==> config.mk <==
export PLATFORM = sky130hd
export DESIGN_NAME = dxtd_queue
export DESIGN_NICKNAME = d
export VERILOG_FILES = /design/src/rtl/dxtd_pkg.sv /design/src/rtl/dxtd_queue.sv
export SDC_FILE = /design/constraint.sdc
export NUM_CORES = 1
export LEC_CHECK = 0
export BUFFER_PORTS_ARGS = -buffer_cell sky130_fd_sc_hd__buf_4
export CORE_AREA = 4 4 239 241
export DETAILED_ROUTE_END_ITERATION = 8
export DIE_AREA = 0 0 243 245
export PLACE_DENSITY = 0.66
export SLEW_MARGIN = 20
export SYNTH_ARGS = -nofsm -noshare
export SYNTH_HDL_FRONTEND = slang
export SYNTH_SLANG_ARGS = --single-unit
==> constraint.sdc <==
create_clock -name clk -period 29.2 [get_ports clk]
set_clock_uncertainty 0.2 [all_clocks]
set_input_delay 1.46 -clock clk [delete_from_list [all_inputs] [get_ports clk]]
set_output_delay 1.46 -clock clk [all_outputs]
set_load 0.05 [all_outputs]
==> src/rtl/dxtd_pkg.sv <==
`default_nettype none
// ----------------------------------------------------------------------------
// dxtd_pkg
// shared types, codes and constant dividers for the dxt block texel decoder
// ----------------------------------------------------------------------------
package dxtd_pkg;

    localparam int unsigned CFG_DATA_W  = 11;
    localparam int unsigned CFG_INDEX_W = 2;
    localparam int unsigned ADDR_W      = 24;
    localparam int unsigned QUEUE_DEPTH = 2;

    // configuration register indexes
    localparam logic [CFG_INDEX_W-1:0] CFG_FORMAT = 2'd0;
    localparam logic [CFG_INDEX_W-1:0] CFG_WIDTH  = 2'd1;
    localparam logic [CFG_INDEX_W-1:0] CFG_HEIGHT = 2'd2;

    localparam logic [3:0] LAST_TEXEL   = 4'd15;
    localparam logic [1:0] PUNCH_INDEX  = 2'd3;
    localparam logic [7:0] ALPHA_OPAQUE = 8'hFF;
    localparam logic [7:0] ALPHA_CLEAR  = 8'h00;

    // reciprocal constants, ceil(2^20 / d), exact for the sums used here
    localparam int unsigned RECIP_SHIFT = 20;
    localparam logic [18:0] RECIP_3     = 19'd349526;
    localparam logic [18:0] RECIP_5     = 19'd209716;
    localparam logic [18:0] RECIP_7     = 19'd149797;

    typedef enum logic [1:0] {
        FMT_DXT1 = 2'd0,
        FMT_DXT3 = 2'd1,
        FMT_DXT5 = 2'd2
    } fmt_t;

    typedef struct packed {
        fmt_t                  mode;
        logic [CFG_DATA_W-1:0] width_blocks;
        logic [CFG_DATA_W-1:0] height_blocks;
    } cfg_t;

    typedef struct packed {
        logic [7:0] red;
        logic [7:0] green;
        logic [7:0] blue;
    } colour_t;

    // one classified block as it waits between front and back
    typedef struct packed {
        colour_t [3:0]     palette;
        logic              punch_through;
        logic [7:0][7:0]   alpha_level;
        fmt_t              mode;
        logic [31:0]       color_index;
        logic [63:0]       alpha_word;
        logic [ADDR_W-1:0] base_address;
        logic [ADDR_W-1:0] row_stride;
        logic              image_last;
    } block_t;

    function automatic logic [7:0] div3(input logic [10:0] n);
        logic [29:0] p;
        begin
            p = 30'(n) * 30'(RECIP_3);
            return p[RECIP_SHIFT +: 8];
        end
    endfunction

    function automatic logic [7:0] div5(input logic [10:0] n);
        logic [29:0] p;
        begin
            p = 30'(n) * 30'(RECIP_5);
            return p[RECIP_SHIFT +: 8];
        end
    endfunction

    function automatic logic [7:0] div7(input logic [10:0] n);
        logic [29:0] p;
        begin
            p = 30'(n) * 30'(RECIP_7);
            return p[RECIP_SHIFT +: 8];
        end
    endfunction

endpackage
`default_nettype wire

==> src/rtl/dxtd_queue.sv <==
`default_nettype none
// ----------------------------------------------------------------------------
// dxtd_queue
// short fifo of classified blocks between front and back
// ----------------------------------------------------------------------------
module dxtd_queue (
    input  logic             clk,
    input  logic             rst_n,
    input  logic             push,
    input  dxtd_pkg::block_t push_block,
    output logic             full,
    input  logic             pop,
    output dxtd_pkg::block_t head_block,
    output logic             empty
);

    localparam int unsigned PTR_W = $clog2(dxtd_pkg::QUEUE_DEPTH);

    dxtd_pkg::block_t entry_reg [dxtd_pkg::QUEUE_DEPTH];
    logic [PTR_W-1:0] wr_ptr_reg;
    logic [PTR_W-1:0] wr_ptr_next;
    logic [PTR_W-1:0] rd_ptr_reg;
    logic [PTR_W-1:0] rd_ptr_next;
    logic [PTR_W:0]   count_reg;
    logic [PTR_W:0]   count_next;

    assign full       = count_reg == (PTR_W + 1)'(dxtd_pkg::QUEUE_DEPTH);
    assign empty      = count_reg == '0;
    assign head_block = entry_reg[rd_ptr_reg];

    always_comb
    begin
        wr_ptr_next = push ? PTR_W'(wr_ptr_reg + 1'b1) : wr_ptr_reg;
        rd_ptr_next = pop ? PTR_W'(rd_ptr_reg + 1'b1) : rd_ptr_reg;
        count_next  = count_reg;
        if (push && !pop)
            count_next = (PTR_W + 1)'(count_reg + 1'b1);
        else if (pop && !push)
            count_next = (PTR_W + 1)'(count_reg - 1'b1);
    end

    always_ff @(posedge clk or negedge rst_n)
    begin
        if (!rst_n)
        begin
            wr_ptr_reg <= '0;
            rd_ptr_reg <= '0;
            count_reg  <= '0;
        end
        else
        begin
            wr_ptr_reg <= wr_ptr_next;
            rd_ptr_reg <= rd_ptr_next;
            count_reg  <= count_next;
        end
    end

    always_ff @(posedge clk)
    begin
        if (push)
            entry_reg[wr_ptr_reg] <= push_block;
    end

endmodule
`default_nettype wire

* Word level (Yosys, flattened, before mapping) *
Memories as Yosys holds them, arrays and structs flattened.
Cells that the tools add are included.

cells by class
  add/subtract/negate cells = 4
  reductions and logical operators = 6
  mux-type cells = 4
  equal/unequal tests = 1

operator list
  cell                                               count
  two-way mux 2 bit                                  2
  adder 1 bit (second input constant)                2
  adder 2 x 1 -> 2 bit (second input constant)       1
  equality test 2 bit (second input constant)        1
  logical AND 1 bit                                  2
  zero test 1 bit                                    2
  zero test 2 bit                                    1
  two-way mux 1 bit                                  2
  nonzero test 2 bit                                 1
  subtractor 2 x 1 -> 2 bit (second input constant)  1

word-level totals
  memories = 1
  flip-flop bits (word level) = 4
  logic and storage cells = 19
  memory bits (writable) = 616
  output and inout bits = 310

memory list
  memory     depth  width  rd ports  clocked after memory_dff  write ports  line              source
  entry_reg  2      308    1         0                         1            dxtd_queue.sv:19  dxtd_pkg::block_t entry_reg [dxtd_pkg::QUEUE_DEPTH];

* Depth between registers and ports, before layout *
  depth after elaboration = 4
  mapped depth = 5
  mapped depth without buffers = 5

* Worst setup path after synthesis *
OpenSTA, ideal clock, no wires.

  path type = input port to flip-flop
  from = input push
  to = memory entry_reg[0][0] (netlist name), enable pin
  buffers on the path = 0
  slack = 13.283 ns
  data required time = 27.980 ns
  stages on the path = 1
  library setup time = 1.020 ns
  data arrival time = 14.697 ns
  path through = nor2b_1

on the way
  word-level cells in the longest chain between the ends = 2

RTL lines
  element                                  line              source
  start, declared                          dxtd_queue.sv:9   input logic push,
  two-way mux 1 bit                        dxtd_queue.sv:60  if (push)
  two-way mux 1 bit (not written as such)  dxtd_queue.sv:61  entry_reg[wr_ptr_reg] <= push_block;
  end, declared                            dxtd_queue.sv:19

Every way passes these cells.

==> flow_metrics.tcl <==
set metrics [dict create \
    layout-drive-gt1-share_pct 61.07 \
    grt_pass1_vias 12410 \
    finalSetupTns_ps 0 \
    finalCriticalPeriod_ps 6054 \
    synth_top_area_share_pct 81.11 \
    synth-seq-area-share_pct 81.54 \
    power_w 0.003509 \
    syn-num-nets 1287 \
    crit_required_ps 27540 \
    routed_wl_um 53220 \
    leakage_nw 11.55 \
    cts_tree "done" \
    num_vias 11540 \
    slowest_stage "dfrtp_4" \
    synth_area_leader_cell "edfxtp_1" \
    path_common_cell "buf_4" \
    drcViolationCount 0 \
    synth_top_family_by_area "multiplexers" \
    max_freq_mhz 165.2 \
    largest_reg_flops 616 \
    start_util_pct 41.56 \
    synth_compound_area_share_pct 0 \
    critical_path.endpoint_type "output pin" \
    clockRootBuffer "clkbuf_16" \
    clkTransAtPathRegs_ps 60 \
    peakVddDrop_uv 78.81 \
    rsz0062_at_grt "no" \
    hold_class "flip-flop to flip-flop" \
    cpPeakStageDelay_ps 1120 \
    ioPinCount 622 \
    syn_to_final_growth_pct 32.59 \
    grt_usage_pct 17.06 \
    maxCapViolCount 0 \
    reg2reg_slack_ps 25790 \
    io_buffers 621 \
    dp.cells 2276 \
    synth_cell_types 15 \
    via_per_inst 4.817 \
    fp.dieW_um 243 \
    ant_nets 0 \
    insertion_delay_ps 610 \
    netlist_instances 974 \
    hold_buffers 0 \
    synthTopCellsByArea "edfxtp_1 81%, mux2_2 10%, mux2_4 6.6%" \
    timing.rr.end "entry_reg[0][150]" \
    synth_fa_ha_area_share_pct 0.05486 \
    crit_path_start "rd_ptr_reg" \
    dieArea_um2 59540 \
    ff_latch_area_um2 18600 \
    numCtsBuffers 61 \
    synth.area.mux_share_pct 16.85 \
    setup_viol 0 \
    cp_cell_sequence "buf_4 > buf_4 > mux2_2 > buf_4" \
    crit_type "flip-flop to output pin" \
    synth_seq_cells 620 \
    dp_hpwl_um 37560 \
    chipHeight_um 245 \
    hold_ws_ps 293.5 \
    drtPass1Iterations 4 \
    grt_max_degree 148 \
    slew_violations 0 \
    nets 1949 \
    reg2reg_depth 4 \
    cts_setup_buffers 0 \
    outcome "complete, no violations" \
    globalplace.congestion 0.8074 \
    fillers 4257 \
    cts_buffer_depth 3 \
    crit_fanout 74 \
    overflow 0 \
    r2r-start "wr_ptr_reg" \
    hold_viol 0 \
    yosys_warnings 0 \
    synth_xor_area_share_pct 0.1920 \
    cts.sinks 620 \
    syn-cell-area_um2 22810 \
    htreeDepth 2 \
    antenna_found_initial 7 \
    final_cell_count_no_fill 2395 \
    cp-endpoint "head_block[119]" \
    drt_iter0_markers 512 \
    cp_data_arrival_time_ps 4390 \
    critPathLaunchType "flip-flop" \
    tightest_slew_ps 1086 \
    multiInputGateArea_um2 3936 \
    routedWlPerCell_um 22.22 \
    p_per_area_nw_per_um2 116.0 \
    placementRows 86 \
    min_period_over_period_pct 20.73 \
    grt_pass1_wl_um 76350 \
    cts_resized 0 \
    synthSimpleGateAreaFrac_pct 0.1152 \
    synth_area_per_cell_um2 23.42 \
    slew_headroom_pct 27.59 \
    fp.coreArea_um2 54880 \
]
## cells in the mapped netlist (all sizes together)
master	instances
nor2	2
buf	34
nor2b	2
xor2	4
mux2	308
ha	1
dfrtp	4
inv	1
xnor2	1
edfxtp	616
and2	1
## power by group
part / total, W / internal, W / switching (W)
Combinational: 0.00149 / 0.000499 / 0.000995
Sequential: 0.00124 / 0.00118 / 0.0000594
Clock: 0.000773 / 0.000460 / 0.000313
Total: 0.00351 / 0.00214 / 0.00137
## layout make-up
cell class,instances,share of cell area (%)
flip-flops and latches,620,61.52
diodes,6,0.04965
well taps,704,2.913
multi-input cells,319,13.02
clock buffers,83,5.528
repair buffers,633,15.91
clock inverters,29,1.059
inverters,1,0.01241
## routing by layer
| metal | GRT usage, % | share of wire, % | vias to the layer above |
|---|---|---|---|
| li1 | - | - | 5226 |
| met2 | 30.16 | 52 | 467 |
| met3 | 7.745 | 10 | 88 |
| met1 | 18.26 | 35 | 5752 |
| met4 | 5.585 | 2.8 | 4 |
| met5 | 0 | 0.058 | - |
## cell families (layout without fill, tap and decap cells)
logic type / Yosys count / after routing
flops: 620 / 620
simple gates: 5 / 5
buf+inv: 35 / 746
mux: 308 / 308
fa+ha+maj: 1 / 1
xor+xnor: 5 / 5
other cells: 0 / 6
## worst max-delay path: cells and delay by family (launching register included)
family	cells	cell delay, ps
buffers and inverters	3	2060
DFF	1	1120
muxes	1	420
## cells in the final DEF (no fill, tap or decap), types with 6 or more instances in the layout
cell | netlist | final
clkinv_2 | 0 | 10
edfxtp_1 | 616 | 616
bufinv_16 | 0 | 7
clkbuf_16 | 0 | 63
mux2_2 | 208 | 208
buf_4 | 1 | 629
clkbuf_1 | 0 | 18
clkinv_1 | 0 | 9
mux2_4 | 100 | 100
diode_2 | 0 | 6
## worst min-delay path by stage
stage | cells past startpoint | startpoint | endpoint | slack (ps)
floorplan | 1 | wr_ptr_reg | wr_ptr_reg | 260
global placement | 1 | count_reg[1] | count_reg[1] | 270
detailed placement | 1 | count_reg[1] | count_reg[1] | 290
CTS | 1 | count_reg[1] | count_reg[1] | 300
global route | 1 | count_reg[1] | count_reg[1] | 350
finish | 1 | count_reg[1] | count_reg[1] | 290
## stage by stage
stage                     worst slack (ps)  instance area (um^2)  utilization (%)
final                                23150                 30240            55.10
after floorplan                      13280                 22810                -
after global placement               23810                 28180            51.36
after detailed placement             23770                 28200            51.40
after global routing                 22930                 30230            55.09
after CTS                            23090                 30200            55.03
Power figures use the tool's default switching activity.
