<file path="config.mk">
export PLATFORM = sky130hd
export DESIGN_NAME = dxtd_back
export DESIGN_NICKNAME = d
export VERILOG_FILES = /design/src/rtl/dxtd_pkg.sv /design/src/rtl/dxtd_back.sv
export SDC_FILE = /design/constraint.sdc
export NUM_CORES = 1
export LEC_CHECK = 0
export BUFFER_PORTS_ARGS = -buffer_cell sky130_fd_sc_hd__buf_2
export CORE_AREA = 8 8 140 142
export CTS_BUF_LIST = sky130_fd_sc_hd__clkbuf_8
export CTS_CLUSTER_SIZE = 8
export DETAILED_ROUTE_END_ITERATION = 7
export DIE_AREA = 0 0 148 150
export PLACE_DENSITY = 0.8
export REMOVE_ABC_BUFFERS = 1
export SLEW_MARGIN = 25
export SYNTH_ARGS = -nofsm -noshare
export SYNTH_HDL_FRONTEND = slang
export SYNTH_SLANG_ARGS = --single-unit
export TNS_END_PERCENT = 10
</file>
<file path="constraint.sdc">
create_clock -name clk -period 8.6 [get_ports clk]
set_input_delay 1.72 -clock clk [delete_from_list [all_inputs] [get_ports clk]]
set_output_delay 1.72 -clock clk [all_outputs]
set_load 0.005 [all_outputs]
</file>
<file path="src/rtl/dxtd_pkg.sv">
`default_nettype none
// ----------------------------------------------------------------------------
// dxtd_pkg
// shared types, codes and constant dividers for the dxt block texel decoder
// ----------------------------------------------------------------------------
package dxtd_pkg;

    localparam int unsigned CFG_DATA_W  = 11;
    localparam int unsigned CFG_INDEX_W = 2;
    localparam int unsigned ADDR_W      = 24;
    localparam int unsigned QUEUE_DEPTH = 2;

    // configuration register indexes
    localparam logic [CFG_INDEX_W-1:0] CFG_FORMAT = 2'd0;
    localparam logic [CFG_INDEX_W-1:0] CFG_WIDTH  = 2'd1;
    localparam logic [CFG_INDEX_W-1:0] CFG_HEIGHT = 2'd2;

    localparam logic [3:0] LAST_TEXEL   = 4'd15;
    localparam logic [1:0] PUNCH_INDEX  = 2'd3;
    localparam logic [7:0] ALPHA_OPAQUE = 8'hFF;
    localparam logic [7:0] ALPHA_CLEAR  = 8'h00;

    // reciprocal constants, ceil(2^20 / d), exact for the sums used here
    localparam int unsigned RECIP_SHIFT = 20;
    localparam logic [18:0] RECIP_3     = 19'd349526;
    localparam logic [18:0] RECIP_5     = 19'd209716;
    localparam logic [18:0] RECIP_7     = 19'd149797;

    typedef enum logic [1:0] {
        FMT_DXT1 = 2'd0,
        FMT_DXT3 = 2'd1,
        FMT_DXT5 = 2'd2
    } fmt_t;

    typedef struct packed {
        fmt_t                  mode;
        logic [CFG_DATA_W-1:0] width_blocks;
        logic [CFG_DATA_W-1:0] height_blocks;
    } cfg_t;

    typedef struct packed {
        logic [7:0] red;
        logic [7:0] green;
        logic [7:0] blue;
    } colour_t;

    // one classified block as it waits between front and back
    typedef struct packed {
        colour_t [3:0]     palette;
        logic              punch_through;
        logic [7:0][7:0]   alpha_level;
        fmt_t              mode;
        logic [31:0]       color_index;
        logic [63:0]       alpha_word;
        logic [ADDR_W-1:0] base_address;
        logic [ADDR_W-1:0] row_stride;
        logic              image_last;
    } block_t;

    function automatic logic [7:0] div3(input logic [10:0] n);
        logic [29:0] p;
        begin
            p = 30'(n) * 30'(RECIP_3);
            return p[RECIP_SHIFT +: 8];
        end
    endfunction

    function automatic logic [7:0] div5(input logic [10:0] n);
        logic [29:0] p;
        begin
            p = 30'(n) * 30'(RECIP_5);
            return p[RECIP_SHIFT +: 8];
        end
    endfunction

    function automatic logic [7:0] div7(input logic [10:0] n);
        logic [29:0] p;
        begin
            p = 30'(n) * 30'(RECIP_7);
            return p[RECIP_SHIFT +: 8];
        end
    endfunction

endpackage
`default_nettype wire

</file>
<file path="src/rtl/dxtd_back.sv">
`default_nettype none
// ----------------------------------------------------------------------------
// dxtd_back
// walks the sixteen texels of the head block into the output register
// ----------------------------------------------------------------------------
module dxtd_back (
    input  logic                        clk,
    input  logic                        rst_n,
    input  logic                        head_valid,
    input  dxtd_pkg::block_t            head_block,
    output logic                        pop,
    output logic                        out_valid,
    input  logic                        out_ready,
    output logic [7:0]                  red_value,
    output logic [7:0]                  green_value,
    output logic [7:0]                  blue_value,
    output logic [7:0]                  alpha_value,
    output logic [dxtd_pkg::ADDR_W-1:0] pixel_address,
    output logic                        block_done,
    output logic                        image_done
);

    logic [3:0]                  tex_reg;
    logic [3:0]                  tex_next;
    logic                        out_valid_reg;
    logic                        out_valid_next;
    logic                        advance;
    logic [1:0]                  ci;
    logic [31:0]                 ci_shift;
    logic [63:0]                 nib_shift;
    logic [63:0]                 lvl_shift;
    logic [6:0]                  lvl_pos;
    dxtd_pkg::colour_t           colour;
    logic [7:0]                  alpha;
    logic [dxtd_pkg::ADDR_W-1:0] addr;
    logic [7:0]                  red_reg;
    logic [7:0]                  green_reg;
    logic [7:0]                  blue_reg;
    logic [7:0]                  alpha_reg;
    logic [dxtd_pkg::ADDR_W-1:0] addr_reg;
    logic                        block_done_reg;
    logic                        image_done_reg;

    assign advance = head_valid && (!out_valid_reg || out_ready);
    assign pop     = advance && (tex_reg == dxtd_pkg::LAST_TEXEL);

    always_comb
    begin
        ci_shift  = head_block.color_index >> {tex_reg, 1'b0};
        ci        = ci_shift[1:0];
        colour    = head_block.palette[ci];
        nib_shift = head_block.alpha_word >> {tex_reg, 2'b00};
        lvl_pos   = 7'd16 + 7'({tex_reg, 1'b0}) + 7'(tex_reg);
        lvl_shift = head_block.alpha_word >> lvl_pos;
        case (head_block.mode)
            dxtd_pkg::FMT_DXT1:
                alpha = (head_block.punch_through && ci == dxtd_pkg::PUNCH_INDEX)
                        ? dxtd_pkg::ALPHA_CLEAR : dxtd_pkg::ALPHA_OPAQUE;
            dxtd_pkg::FMT_DXT3:
                alpha = {nib_shift[3:0], 4'b0000};
            default:
                alpha = head_block.alpha_level[lvl_shift[2:0]];
        endcase
        addr = head_block.base_address + dxtd_pkg::ADDR_W'(tex_reg[1:0])
             + (tex_reg[2] ? head_block.row_stride : '0)
             + (tex_reg[3] ? {head_block.row_stride[dxtd_pkg::ADDR_W-2:0], 1'b0} : '0);

        tex_next       = advance ? 4'(tex_reg + 1'b1) : tex_reg;
        out_valid_next = advance || (out_valid_reg && !out_ready);
    end

    always_ff @(posedge clk or negedge rst_n)
    begin
        if (!rst_n)
        begin
            tex_reg       <= '0;
            out_valid_reg <= 1'b0;
        end
        else
        begin
            tex_reg       <= tex_next;
            out_valid_reg <= out_valid_next;
        end
    end

    always_ff @(posedge clk)
    begin
        if (advance)
        begin
            red_reg        <= colour.red;
            green_reg      <= colour.green;
            blue_reg       <= colour.blue;
            alpha_reg      <= alpha;
            addr_reg       <= addr;
            block_done_reg <= tex_reg == dxtd_pkg::LAST_TEXEL;
            image_done_reg <= (tex_reg == dxtd_pkg::LAST_TEXEL) && head_block.image_last;
        end
    end

    assign out_valid     = out_valid_reg;
    assign red_value     = red_reg;
    assign green_value   = green_reg;
    assign blue_value    = blue_reg;
    assign alpha_value   = alpha_reg;
    assign pixel_address = addr_reg;
    assign block_done    = block_done_reg;
    assign image_done    = image_done_reg;

endmodule
`default_nettype wire

</file>
# Word-level counts from Yosys, hierarchy flattened
# Index checks and enable logic that the tools add are counted.
# classes
n_addsub,6
magnitude_cmp,2
eq_ne,3
shift,3
n_mux,8
n_reduce_logical,10
# op_table
op,count
24-bit two-way mux,3
64-bit by 6-bit right shift with 4-bit output,1
64-bit by 7-bit right shift with 3-bit output,1
24-bit adder,2
24-bit binary-select mux with 2-bit select,1
32-bit by 5-bit right shift with 2-bit output,1
24-bit by 2-bit adder with 24-bit output,1
8-bit binary-select mux with 3-bit select,1
8-bit two-way mux,2
8-bit case mux with 2 select lines,1
6-bit by 4-bit adder with 7-bit output,1
"5-bit by 5-bit adder with 6-bit output, first input constant",1
1-bit logical AND,5
"4-bit by 1-bit adder with 4-bit output, second input constant",1
"4-bit == test, second input constant",1
"3-bit by 4-bit < comparator with 1-bit output, second input constant",1
"2-bit by 3-bit < comparator with 1-bit output, second input constant",1
"2-bit by 1-bit == test with 1-bit output, second input constant",1
"2-bit == test, second input constant",1
1-bit logical NOT,2
2-bit logical NOT,1
1-bit logical OR,2
# word_totals
register_bits,63

# Logic depth before layout (Yosys ltp)
# Gate-level depths: netlist (run 1).
# depth
word_depth,6
mapped_depth,17
ltp_nobuf,13

# Least setup slack after synthesis (run 1)
# OpenSTA, ideal clock, no wires.
# synth_timing
kind,in2reg
start,input head_block[1] in the netlist's numbering
end,"register addr_reg, in the netlist pixel_address[20] (data pin)"
setup_time_ns,0.266
arrival_ns,4.541
required_time_ns,8.334
slack_ns,3.793
cell_stages,12
n_path_buf,0
cell_sequence,and2_1 > fa_1 > fa_1 > a21o_1 > a21oi_1 > nor2b_1 > o21a_1 > o311ai_1 > a21oi_1 > o31a_1 > o41ai_1 > xnor2_1
# synth_between
elab_chain_cells,3
# synth_rtl
element,line_no,text
from (decl),dxtd_back.sv:10,"input dxtd_pkg::block_t head_block,"
24-bit two-way mux,dxtd_back.sv:65,+ (tex_reg[2] ? head_block.row_stride : '0)
24-bit adder,dxtd_back.sv:65,
24-bit adder (*),dxtd_back.sv:66,"+ (tex_reg[3] ? {head_block.row_stride[dxtd_pkg::ADDR_W-2:0], 1'b0} : '0);"
via addr (one bit),dxtd_back.sv:35,logic [dxtd_pkg::ADDR_W-1:0] addr;
to (signal assigned),dxtd_back.sv:94,addr_reg <= addr;
to (decl),dxtd_back.sv:40,logic [dxtd_pkg::ADDR_W-1:0] addr_reg;
# Mark *: on every way through the listed nets, which the timed path passes. The rest lies on a longest branch.
# A chain may end at the register's enable or synchronous reset.

# Worst setup path in the final report (run 1)
# Ends and elaborated chain as after synthesis.

==> insert_results.sql, run 1 <==
INSERT INTO impl_metrics (metric_group, metric, value, unit) VALUES
('power_and_ir_drop', 'cellPowerDensity', '501.7', 'nW/µm²'),
('finish', 'n_fill_cell', '1489', ''),
('detailed_routing', 'totalWireLength', '26110', 'µm'),
('worst_setup_path', 'slowest_delay', '0.54', 'ns'),
('timing', 'final_period_minus_worst_setup_slack', '5.015', 'ns'),
('die', 'die_height', '150', 'µm'),
('synth', 'synth_enable_flop_cells', '58', ''),
('detailed_routing', 'ant_nets', '0', ''),
('clock_network', 'cts_buffer_depth', '2', ''),
('synth', 'synth-compound-area-share', '8.787', '%'),
('timing', 'max_slew_margin', '35.37', '%'),
('worst_setup_path', 'endpoint_kind', 'register', ''),
('power_and_ir_drop', 'p_leak', '4.285', 'nW'),
('finish', 'synthToLayoutAreaGrowth', '29.96', '%'),
('clock_network', 'postCtsHoldBufs', '0', ''),
('synth', 'post_synthesis_share_of_cell_area_spent_on_xor_and_xnor_gates', '3.768', '%'),
('finish', 'multi_input_area', '5290', 'µm²'),
('synth', 'share_of_the_synthesized_area_in_the_top_cell_type', '32.85', '%'),
('synth', 'netlist_instances', '552', ''),
('worst_setup_path', 'crit_required', '8.69', 'ns'),
('detailed_routing', 'routed-via-count', '6669', ''),
('die', 'initial_utilization', '42.23', '%'),
('clock_network', 'clkSlewWorstSetupHoldPaths', '0.08', 'ns'),
('synth', 'yosys-mux-area-fraction', '38.85', '%'),
('worst_setup_path', 'critical_path_arrival', '5.10', 'ns'),
('worst_setup_path', 'start_kind', 'input pin', ''),
('synth', 'synth.distinct_cells', '59', ''),
('worst_setup_path', 'cp_class', 'input pin to register', ''),
('clock_network', 'post_cts_resize_count', '0', ''),
('synth', 'synth-adder-area-share', '11.15', '%'),
('die', 'coreArea', '17530', 'µm²'),
('status', 'outcome', 'completed', ''),
('timing', 'final_max_slew_viol_count', '0', ''),
('die', 'chipWidth', '148', 'µm'),
('timing', 'final-setup-viol-count', '0', ''),
('clock_network', 'number_of_buffers_added_for_setup_after_cts', '0', ''),
('synth', 'synth_flop_cell', 'sky130_fd_sc_hd__edfxtp_1', ''),
('detailed_routing', 'drt_iter0_markers', '346', ''),
('die', 'design.portCount', '372', ''),
('detailed_routing', 'routed_via_density', '5.855', ''),
('synth', 'ys_top_cells_by_count', '108 x sky130_fd_sc_hd__mux4_2, 58 x sky130_fd_sc_hd__edfxtp_1, 47 x sky130_fd_sc_hd__and2_1', ''),
('grt', 'grt.total_usage', '22.84', '%'),
('grt', 'antenna_found_initial', '2', ''),
('die', 'rows', '49', ''),
('clock_network', 'worstSkewPairLatency', '0.35', 'ns'),
('placed_design', 'io_buffer_count', '371', ''),
('finish', 'largest_register_ffs', '24', ''),
('timing', 'fmax', '199.4', 'MHz'),
('synth', 'yosys_warnings', '0', ''),
('timing', 'setup_repair_after_global_routing_missed_its_margin', 'no', ''),
('placed_design', 'detailedPlacementHpwl', '21610', 'µm'),
('clock_network', 'clock_sinks', '63', ''),
('power_and_ir_drop', 'peak_supply_drop', '0.3430', 'mV'),
('finish', 'share_of_layout_cells_above_drive_strength_1', '56.88', '%'),
('synth', 'combinational_family_with_the_most_area_after_synthesis', 'multiplexers', ''),
('timing', 'tightestPinTransition', '0.9695', 'ns'),
('timing', 'final.setup_skew', '0.01693', 'ns'),
('worst_setup_path', 'critPathBufInv', '1', ''),
('timing', 'hold_viol_final', '0', ''),
('detailed_routing', 'drt_first_pass_iters', '4', ''),
('clock_network', 'htreeDepth', '3', ''),
('synth', 'postSynthRegisterBits', '63', ''),
('placed_design', 'gp_congestion', '0.9145', ''),
('synth', 'netlist_top_cells_area', 'sky130_fd_sc_hd__mux4_2 33%, sky130_fd_sc_hd__edfxtp_1 24%, sky130_fd_sc_hd__fa_1 6.8%', ''),
('grt', 'first_global_vias', '7066', ''),
('die', 'die_area', '22200', 'µm²'),
('finish', 'finalNetCount', '1267', ''),
('synth', 'synth_area', '7405', 'µm²'),
('worst_setup_path', 'critPathSlowestCell', 'sky130_fd_sc_hd__o311ai_1', ''),
('clock_network', 'cts_buffers', '9', ''),
('synth', 'cell_with_the_most_instances_after_synthesis', 'sky130_fd_sc_hd__mux4_2', '');
## cells by family after synthesis
logic type,Yosys count
muxes,150
xor gates and xnor gates,28
adders and majority gates,51
AOI/OAI and AO/OA,89
and+or+nand+nor,119
DFF,63
buffers and inverters,52
## path summary, 6_finish.rpt
check / slack, ns / to / cells after the start / startpoint
setup / recovery: 3.58 / pixel_address[20]$_DFFE_PP_ / 13 / head_block[1]
max in group asynchronous: 7.26 / tex_reg[0]$_DFFE_PN0P_ / 1 / rst_n
min in group asynchronous: 1.18 / out_valid$_DFF_PN0_ / 1 / rst_n
setup reg to reg: 3.65 / alpha_value[4]$_DFFE_PP_ / 12 / tex_reg[2]$_DFFE_PN0P_
hold reg to reg: 0.55 / out_valid$_DFF_PN0_ / 2 / out_valid$_DFF_PN0_
hold / removal: 0.55 / out_valid$_DFF_PN0_ / 2 / out_valid$_DFF_PN0_
## routing by layer
metal,GRT usage [%],up-vias,part of all wire [%]
li1,-,2942,-
met1,27.02,3260,37
met2,40.23,419,52
met3,4.475,48,8.5
met4,8.924,0,3.2
met5,0,-,0
## worst register-to-register path: cells and delay by family, from the launching register on
kind | cells | cell delay, ns
adders and majority gates | 1 | 0.61
AOI/OAI and AO/OA | 5 | 0.82
DFF | 1 | 0.95
buffers and inverters | 2 | 0.63
xor gates and xnor gates | 1 | 0.53
and+or+nand+nor | 1 | 0.24
muxes | 2 | 0.92
## power by group
group          internal [mW]  switching, mW
combinational           1.94           1.94
sequential             0.591         0.0771
clock                  0.161          0.120
## stage by stage
stage,hold slack (ns),instances,worst slack (ns),instance area [µm²]
floorplan,0.5071,516,1.276,7201
global placement,0.4971,1122,3.404,9397
detailed placement,0.5261,1122,3.303,9397
CTS,0.5464,1138,3.610,9608
global route,0.5729,1139,3.358,9623
finish,0.5487,1139,3.585,9623
## cell usage in the layout (no fill, tap or decap), types with 8 or more instances in the layout
master,instances
sky130_fd_sc_hd__inv_1,15
sky130_fd_sc_hd__mux2i_1,35
sky130_fd_sc_hd__nor2_1,17
sky130_fd_sc_hd__clkbuf_8,9
sky130_fd_sc_hd__mux4_2,107
sky130_fd_sc_hd__o21ai_0,9
sky130_fd_sc_hd__nand2_1,23
sky130_fd_sc_hd__a21oi_1,20
sky130_fd_sc_hd__and2_1,46
sky130_fd_sc_hd__nand3_1,8
sky130_fd_sc_hd__buf_2,371
sky130_fd_sc_hd__ha_1,25
sky130_fd_sc_hd__xnor2_1,22
sky130_fd_sc_hd__edfxtp_1,58
sky130_fd_sc_hd__a221oi_1,8
sky130_fd_sc_hd__fa_1,25
sky130_fd_sc_hd__a21o_1,10
## final cells by class
class                      count  share of cell area, %
antenna                        1                0.02600
clock buffer                   9                  1.287
clock inverter                 7                 0.9102
inverter                      16                 0.6241
multi-input combinational    437                  54.97
sequential                    63                  19.44
tap                          229                  2.978
timing repair buffer         377                  19.76
No activity file was read; power rests on OpenSTA's default activity.
==> run 2: changes to the inputs <==
Settings changed: ABC_AREA set to 1, CORE_AREA 8 8 140 142 to unset, CORE_MARGIN set to 8, CORE_UTILIZATION set to 49, DIE_AREA 0 0 148 150 to unset, PLACE_DENSITY 0.8 to 0.88.
Clock period 8.6 ns to 4.7 ns, I/O delays scaled along.
==> insert_results.sql, run 2 <==
INSERT INTO impl_metrics (metric_group, metric, value, unit) VALUES
('status', 'outcome', 'completed', ''),
('min_path', 'holdCritPathClass', 'input pin to async pin', ''),
('synth', 'synth_enable_flop_cells', '58', ''),
('die', 'rows', '46', ''),
('worst_setup_path', 'critical_path.max_fanout', '33', ''),
('detailed_routing', 'totalWireLength', '30290', 'µm'),
('worst_setup_path', 'start_kind', 'register', ''),
('worst_setup_path', 'endpoint_kind', 'register', ''),
('grt', 'maximum_number_of_pins_on_one_net_before_global_route_repair', '100', ''),
('clock_network', 'cts.root.buffer_cell', 'sky130_fd_sc_hd__clkbuf_8', ''),
('synth', 'netlist_top_cells_area', 'sky130_fd_sc_hd__edfxtp_1 22%, sky130_fd_sc_hd__nand2_1 18%, sky130_fd_sc_hd__nand3_1 15%', ''),
('finish', 'sequential_cell_area', '1868', 'µm²'),
('synth', 'synth_flop_cell', 'sky130_fd_sc_hd__edfxtp_1', ''),
('clock_network', 'tritoncts', 'done', ''),
('synth', 'synth.distinct_cells', '38', ''),
('clock_network', 'cts_buffers', '9', ''),
('finish', 'synthToLayoutAreaGrowth', '24.93', '%'),
('placed_design', 'gp_congestion', '0.9915', ''),
('synth', 'synthesis.area_per_instance', '6.581', 'µm²'),
('synth', 'cell_with_the_most_instances_after_synthesis', 'sky130_fd_sc_hd__nand2_1', ''),
('timing', 'final_period_minus_worst_setup_slack', '3.854', 'ns'),
('finish', 'n_fill_cell', '1507', ''),
('timing', 'hold_viol_final', '0', ''),
('synth', 'combinational_family_with_the_most_area_after_synthesis', 'simple AND/OR/NAND/NOR gates', ''),
('synth', 'async_reset_ff_share', '7.937', '%'),
('grt', 'first_global_vias', '9133', ''),
('power_and_ir_drop', 'p_leak', '5.407', 'nW'),
('synth', 'yosys-mux-area-fraction', '0', '%'),
('power_and_ir_drop', 'cellPowerDensity', '970.3', 'nW/µm²'),
('grt', 'gr-total-overflow', '0', ''),
('synth', 'synth_area_leader_cell', 'sky130_fd_sc_hd__edfxtp_1', ''),
('synth', 'synthSimpleGateAreaFrac', '38.21', '%'),
('timing', 'final_min_period_over_clock_period', '81.99', '%'),
('finish', 'finalNetCount', '1895', ''),
('detailed_routing', 'wire_per_inst', '17.26', 'µm'),
('finish', 'most-common-layout-cells', '387 x sky130_fd_sc_hd__nand2_1, 371 x sky130_fd_sc_hd__buf_2, 240 x sky130_fd_sc_hd__nand3_1, 128 x sky130_fd_sc_hd__inv_1, 59 x sky130_fd_sc_hd__a21oi_1', ''),
('synth', 'synth-compound-area-share', '12.30', '%'),
('die', 'design.portCount', '372', ''),
('detailed_routing', 'drt_iter0_markers', '817', ''),
('synth', 'synth-adder-area-share', '10.40', '%'),
('clock_network', 'clkSlewWorstSetupHoldPaths', '0.08', 'ns'),
('die', 'die_height', '143.3', 'µm'),
('die', 'initial_utilization', '50.01', '%'),
('die', 'chipWidth', '143.3', 'µm'),
('detailed_routing', 'routed-via-count', '9678', ''),
('clock_network', 'worstSkewPairLatency', '0.34', 'ns'),
('clock_network', 'htreeDepth', '3', ''),
('detailed_routing', 'routed_via_density', '5.515', ''),
('worst_setup_path', 'slowest_delay', '0.61', 'ns'),
('timing', 'setup_repair_after_global_routing_missed_its_margin', 'no', ''),
('synth', 'share_of_the_synthesized_area_in_the_top_cell_type', '21.92', '%'),
('worst_setup_path', 'cp_top_delay_family', 'simple AND/OR/NAND/NOR gates', ''),
('finish', 'largest_register_ffs', '24', ''),
('timing', 'max_slew_margin', '41.17', '%'),
('placed_design', 'detailedPlacementHpwl', '24180', 'µm'),
('synth', 'post_synthesis_share_of_cell_area_spent_on_xor_and_xnor_gates', '3.197', '%'),
('grt', 'antenna_found_initial', '2', ''),
('timing', 'tightestPinTransition', '0.8824', 'ns'),
('clock_network', 'post_cts_resize_count', '0', ''),
('synth', 'postSynthRegisterBits', '63', ''),
('synth', 'yosys_warnings', '0', ''),
('synth', 'seq_area_frac_synth', '23.50', '%'),
('finish', 'multi_input_area', '5092', 'µm²'),
('power_and_ir_drop', 'peak_supply_drop', '0.6830', 'mV'),
('detailed_routing', 'drt_first_pass_iters', '8', ''),
('detailed_routing', 'ant_nets', '0', ''),
('grt', 'grt.total_usage', '28.23', '%'),
('finish', 'share_of_layout_cells_above_drive_strength_1', '27.65', '%'),
('synth', 'ys_top_cells_by_count', '387 x sky130_fd_sc_hd__nand2_1, 240 x sky130_fd_sc_hd__nand3_1, 129 x sky130_fd_sc_hd__inv_1', ''),
('worst_setup_path', 'cp_class', 'register to register', ''),
('die', 'die_area', '20540', 'µm²'),
('timing', 'fmax', '259.5', 'MHz'),
('detailed_routing', 'drc', '0', ''),
('placed_design', 'post-place-cells', '1737', ''),
('timing', 'final_max_slew_viol_count', '0', ''),
('worst_setup_path', 'critPathBufInv', '3', ''),
('clock_network', 'cts_buffer_depth', '2', ''),
('worst_setup_path', 'critPathSlowestCell', 'sky130_fd_sc_hd__dfrtp_1', ''),
('timing', 'final-setup-viol-count', '0', ''),
('timing', 'smallest_hold_slack', '0.4237', 'ns'),
('finish', 'commonest_non_fill_non_tap_cell_in_the_layout', 'sky130_fd_sc_hd__nand2_1', ''),
('clock_network', 'clock_sinks', '63', ''),
('placed_design', 'io_buffer_count', '371', ''),
('die', 'coreArea', '15890', 'µm²'),
('synth', 'netlist_instances', '1207', ''),
('worst_setup_path', 'crit_required', '4.79', 'ns'),
('synth', 'synth_area', '7944', 'µm²'),
('clock_network', 'number_of_buffers_added_for_setup_after_cts', '0', ''),
('worst_setup_path', 'timing.critical_path.mode_cell', 'sky130_fd_sc_hd__nand3_1', ''),
('clock_network', 'postCtsHoldBufs', '0', ''),
('timing', 'final.setup_skew', '0.006972', 'ns'),
('run', 'timing.max_cap.violations', '0', ''),
('finish', 'final-instance-count-excl-fill', '1755', ''),
('worst_setup_path', 'timing.critical_path.cells', 'ha_1 -> inv_1 -> fa_1 -> inv_1 -> nand3_1 -> nand3_1 -> nand3_1 -> nand3_2 -> buf_4 -> nand2_2 -> nand2_1 -> nand2_1 -> nand2_1 -> nand3_1 -> nand3_1 -> nand2_1', ''),
('grt', 'grt_pass1_wl', '46250', 'µm'),
('worst_setup_path', 'critical_path_arrival', '3.95', 'ns'),
('power_and_ir_drop', 'power', '9.630', 'mW');
-- run 2: final timing paths --
kind                                        start                  endpoint  slack (ns)  depth (start not counted)
setup / recovery           tex_reg[1]$_DFFE_PN0P_  alpha_value[3]$_DFFE_PP_        0.85                         16
hold / removal                              rst_n    tex_reg[2]$_DFFE_PN0P_        0.42                          1
setup reg to reg           tex_reg[1]$_DFFE_PN0P_  alpha_value[3]$_DFFE_PP_        0.85                         16
hold reg to reg               out_valid$_DFF_PN0_       out_valid$_DFF_PN0_        0.54                          2
max in group asynchronous                   rst_n    tex_reg[0]$_DFFE_PN0P_        4.10                          1
min in group clk              out_valid$_DFF_PN0_       out_valid$_DFF_PN0_        0.54                          2
-- run 2: layout make-up --
class	instances	share of cell area, %
Multi-Input combinational cell	936	51.31
Timing Repair Buffer	387	19.92
Sequential cell	63	18.82
Inverter	135	5.144
Tap cell	216	2.723
Clock buffer	9	1.248
Clock inverter	7	0.7816
Antenna cell	2	0.05043
-- run 2: metrics by stage --
stage	area (µm²)	setup slack [ns]	TNS [ns]	util, %
after floorplan	7468	-0.8322	-6.648	-
final	9925	0.8464	0	62.48
after global placement	9717	0.9116	0	61.17
after global routing	9922	0.5524	0	62.46
after CTS	9918	0.9240	0	62.44
after detailed placement	9717	0.8911	0	61.17
-- run 2: kinds of logic (layout without fill, tap and decap cells) --
group	Yosys count	count (layout)
other	0	2
buffers and inverters	208	538
and+or+nand+nor	693	693
AOI/OAI and AO/OA	163	163
DFF	63	63
xor gates and xnor gates	29	29
adders and majority gates	51	51
-- run 2: metal layers --
metal	vias up	global-route usage (%)	wire (µm)
met5	-	0	10
met4	2	11.12	1236
met3	76	5.707	3070
met2	572	46.03	14050
met1	4352	35.97	11920
li1	4676	-	-
-- run 2: where the power goes --
group	internal, mW	switching [mW]	total, mW
sequential	1.14	0.108	1.25
combinational	2.70	5.18	7.88
clock	0.252	0.250	0.501
total	4.09	5.54	9.63
==> run 3: changes to the inputs <==
Clock period 4.7 ns to 3.8 ns, I/O delays scaled along.
==> insert_results.sql, run 3 (same netlist as run 2, synthesis figures left out) <==
INSERT INTO impl_metrics (metric_group, metric, value, unit) VALUES
('placed_design', 'detailedPlacementHpwl', '24740', 'µm'),
('die', 'chipWidth', '143.3', 'µm'),
('clock_network', 'htreeDepth', '3', ''),
('detailed_routing', 'drc', '0', ''),
('timing', 'smallest_hold_slack', '0.2416', 'ns'),
('power_and_ir_drop', 'peak_supply_drop', '0.8939', 'mV'),
('clock_network', 'cts.root.buffer_cell', 'sky130_fd_sc_hd__clkbuf_8', ''),
('grt', 'maximum_number_of_pins_on_one_net_before_global_route_repair', '49', ''),
('finish', 'commonest_non_fill_non_tap_cell_in_the_layout', 'sky130_fd_sc_hd__nand2_1', ''),
('run', 'timing.max_cap.violations', '0', ''),
('min_path', 'holdCritPathClass', 'input pin to async pin', ''),
('worst_setup_path', 'cp_class', 'register to register', ''),
('finish', 'final-instance-count-excl-fill', '1769', ''),
('finish', 'post-route-cell-area', '9987', 'µm²'),
('finish', 'share_of_layout_cells_above_drive_strength_1', '28.10', '%'),
('grt', 'first_global_vias', '9164', ''),
('worst_setup_path', 'crit-reg2reg-launch', 'tex_reg[3]$_DFFE_PN0P_', ''),
('timing', 'final_min_period_over_clock_period', '89.30', '%'),
('timing', 'final.setup_skew', '0.01251', 'ns'),
('timing', 'max_slew_margin', '43.35', '%'),
('clock_network', 'cts_buffer_depth', '2', ''),
('power_and_ir_drop', 'power.clock.fraction', '4.1', '%'),
('finish', 'most-common-layout-cells', '387 x sky130_fd_sc_hd__nand2_1, 371 x sky130_fd_sc_hd__buf_2, 240 x sky130_fd_sc_hd__nand3_1, 129 x sky130_fd_sc_hd__inv_1, 59 x sky130_fd_sc_hd__a21oi_1', ''),
('power_and_ir_drop', 'total_switching_power', '6.914', 'mW'),
('die', 'initial_utilization', '50.01', '%'),
('die', 'die_height', '143.3', 'µm'),
('grt', 'grt.total_usage', '28.01', '%'),
('clock_network', 'clock_sinks', '63', ''),
('worst_setup_path', 'endpoint_kind', 'register', ''),
('detailed_routing', 'drt_first_pass_iters', '6', ''),
('grt', 'grt_pass1_wl', '45960', 'µm'),
('clock_network', 'cts_buffers', '9', ''),
('detailed_routing', 'totalWireLength', '30630', 'µm'),
('power_and_ir_drop', 'seqPwrFrac', '13.0', '%'),
('worst_setup_path', 'reg2reg_slack', '0.41', 'ns'),
('timing', 'fmax', '294.7', 'MHz'),
('power_and_ir_drop', 'power', '11.97', 'mW'),
('power_and_ir_drop', 'intPower', '5.059', 'mW'),
('finish', 'n_fill_cell', '1517', ''),
('detailed_routing', 'routed-via-count', '9727', ''),
('power_and_ir_drop', 'switching_share', '57.75', '%'),
('timing', 'final_max_slew_viol_count', '0', ''),
('grt', 'gr-total-overflow', '0', ''),
('detailed_routing', 'drt_iter0_markers', '712', ''),
('power_and_ir_drop', 'cellPowerDensity', '1199', 'nW/µm²'),
('worst_setup_path', 'critical_path.reg2reg.endpoint', 'pixel_address[18]$_DFFE_PP_', ''),
('timing', 'setup_slack', '0.4066', 'ns'),
('placed_design', 'pre_cts_setup_slack', '0.2083', 'ns'),
('worst_setup_path', 'reg2reg_depth', '12', ''),
('power_and_ir_drop', 'p_leak', '5.452', 'nW'),
('clock_network', 'worstSkewPairLatency', '0.34', 'ns'),
('die', 'die_area', '20540', 'µm²'),
('grt', 'antenna_found_initial', '5', ''),
('placed_design', 'io_buffer_count', '371', ''),
('die', 'coreArea', '15890', 'µm²'),
('clock_network', 'tritoncts', 'done', ''),
('detailed_routing', 'routed_via_density', '5.499', ''),
('detailed_routing', 'wire_per_inst', '17.31', 'µm'),
('worst_setup_path', 'crit_required', '3.89', 'ns'),
('die', 'design.portCount', '372', ''),
('timing', 'hold_viol_final', '0', ''),
('placed_design', 'detailed_place.area', '9819', 'µm²'),
('finish', 'finalNetCount', '1907', ''),
('worst_setup_path', 'critical_path.max_fanout', '25', ''),
('clock_network', 'clkSlewWorstSetupHoldPaths', '0.08', 'ns'),
('worst_setup_path', 'critical_path_arrival', '3.48', 'ns'),
('placed_design', 'gp_congestion', '0.9690', ''),
('die', 'rows', '46', ''),
('finish', 'sequential_cell_area', '1869', 'µm²'),
('detailed_routing', 'ant_nets', '0', ''),
('finish', 'multi_input_area', '5092', 'µm²'),
('timing', 'tightestPinTransition', '0.8485', 'ns'),
('status', 'outcome', 'completed', ''),
('power_and_ir_drop', 'p_comb_share', '82.9', '%'),
('timing', 'final-setup-viol-count', '0', ''),
('finish', 'largest_register_ffs', '24', ''),
('worst_setup_path', 'start_kind', 'register', ''),
('placed_design', 'post-place-cells', '1749', ''),
('finish', 'synthToLayoutAreaGrowth', '25.72', '%'),
('timing', 'final_period_minus_worst_setup_slack', '3.393', 'ns'),
('timing', 'setup_repair_after_global_routing_missed_its_margin', 'no', '');
## run 3: per-stage QoR
step / utilization (%) / setup TNS (ns)
after floorplan: - / -31.38
after global placement: 61.81 / 0
after detailed placement: 61.81 / 0
after CTS: 62.78 / 0
after global routing: 62.87 / 0
final: 62.87 / 0
## run 3: cell type report
class,count,area share (%)
Multi-Input combinational cell,936,50.99
Timing Repair Buffer,399,20.82
Sequential cell,63,18.72
Inverter,135,5.099
Tap cell,216,2.706
Clock buffer,9,1.240
Clock inverter,6,0.3007
Antenna cell,5,0.1253
## run 3: worst max-delay path: stages, from the launching register on
cell and delay (ns):
sky130_fd_sc_hd__dfrtp_2 0.50, sky130_fd_sc_hd__buf_12 0.21, sky130_fd_sc_hd__nand2_1 0.08, sky130_fd_sc_hd__inv_1 0.07, sky130_fd_sc_hd__fa_1 0.41, sky130_fd_sc_hd__ha_1 0.38
sky130_fd_sc_hd__a21oi_1 0.18, sky130_fd_sc_hd__a21boi_0 0.31, sky130_fd_sc_hd__o21ai_0 0.17, sky130_fd_sc_hd__a21boi_0 0.35, sky130_fd_sc_hd__o21bai_1 0.18, sky130_fd_sc_hd__a21oi_1 0.22
sky130_fd_sc_hd__xnor2_1 0.08
## run 3: repair_timing
action / in CTS / in global routing
endpoints found under the setup margin: 0 / 2
hold buffers: 0 / 0
hold endpoints to repair: 0 / 0
buffers inserted: 0 / 0
gates resized for setup: 0 / 1
## run 3: layer usage
layer / share of wire, % / GRT usage [%]
met1: 39 / 34.96
met2: 48 / 46.08
met3: 9.1 / 4.910
met4: 4.2 / 13.39
met5: 0 / 0
## run 3: power by group through the flow
stage | registers, mW | clock network (mW) | logic (mW)
final | 1.56 | 0.490 | 9.92
after global routing | 1.60 | 0.530 | 11.0
after CTS | 1.56 | 0.504 | 9.80
after detailed placement | 1.57 | 0 | 9.76
after global placement | 1.55 | 0 | 9.61
after floorplan | 1.75 | 0 | 6.59
## run 3: how the worst max path moves through the flow
stage                                 startpoint                     endpoint  slack, ns  cells after the start
after global placement             head_block[1]  pixel_address[16]$_DFFE_PP_       0.27                     14
after floorplan           tex_reg[0]$_DFFE_PN0P_     alpha_value[5]$_DFFE_PP_      -1.73                     14
after CTS                 tex_reg[3]$_DFFE_PN0P_  pixel_address[16]$_DFFE_PP_       0.34                     13
after detailed placement           head_block[4]  pixel_address[16]$_DFFE_PP_       0.21                     14
final                     tex_reg[3]$_DFFE_PN0P_  pixel_address[18]$_DFFE_PP_       0.41                     12
after global routing      tex_reg[2]$_DFFE_PN0P_  pixel_address[18]$_DFFE_PP_       0.05                     12
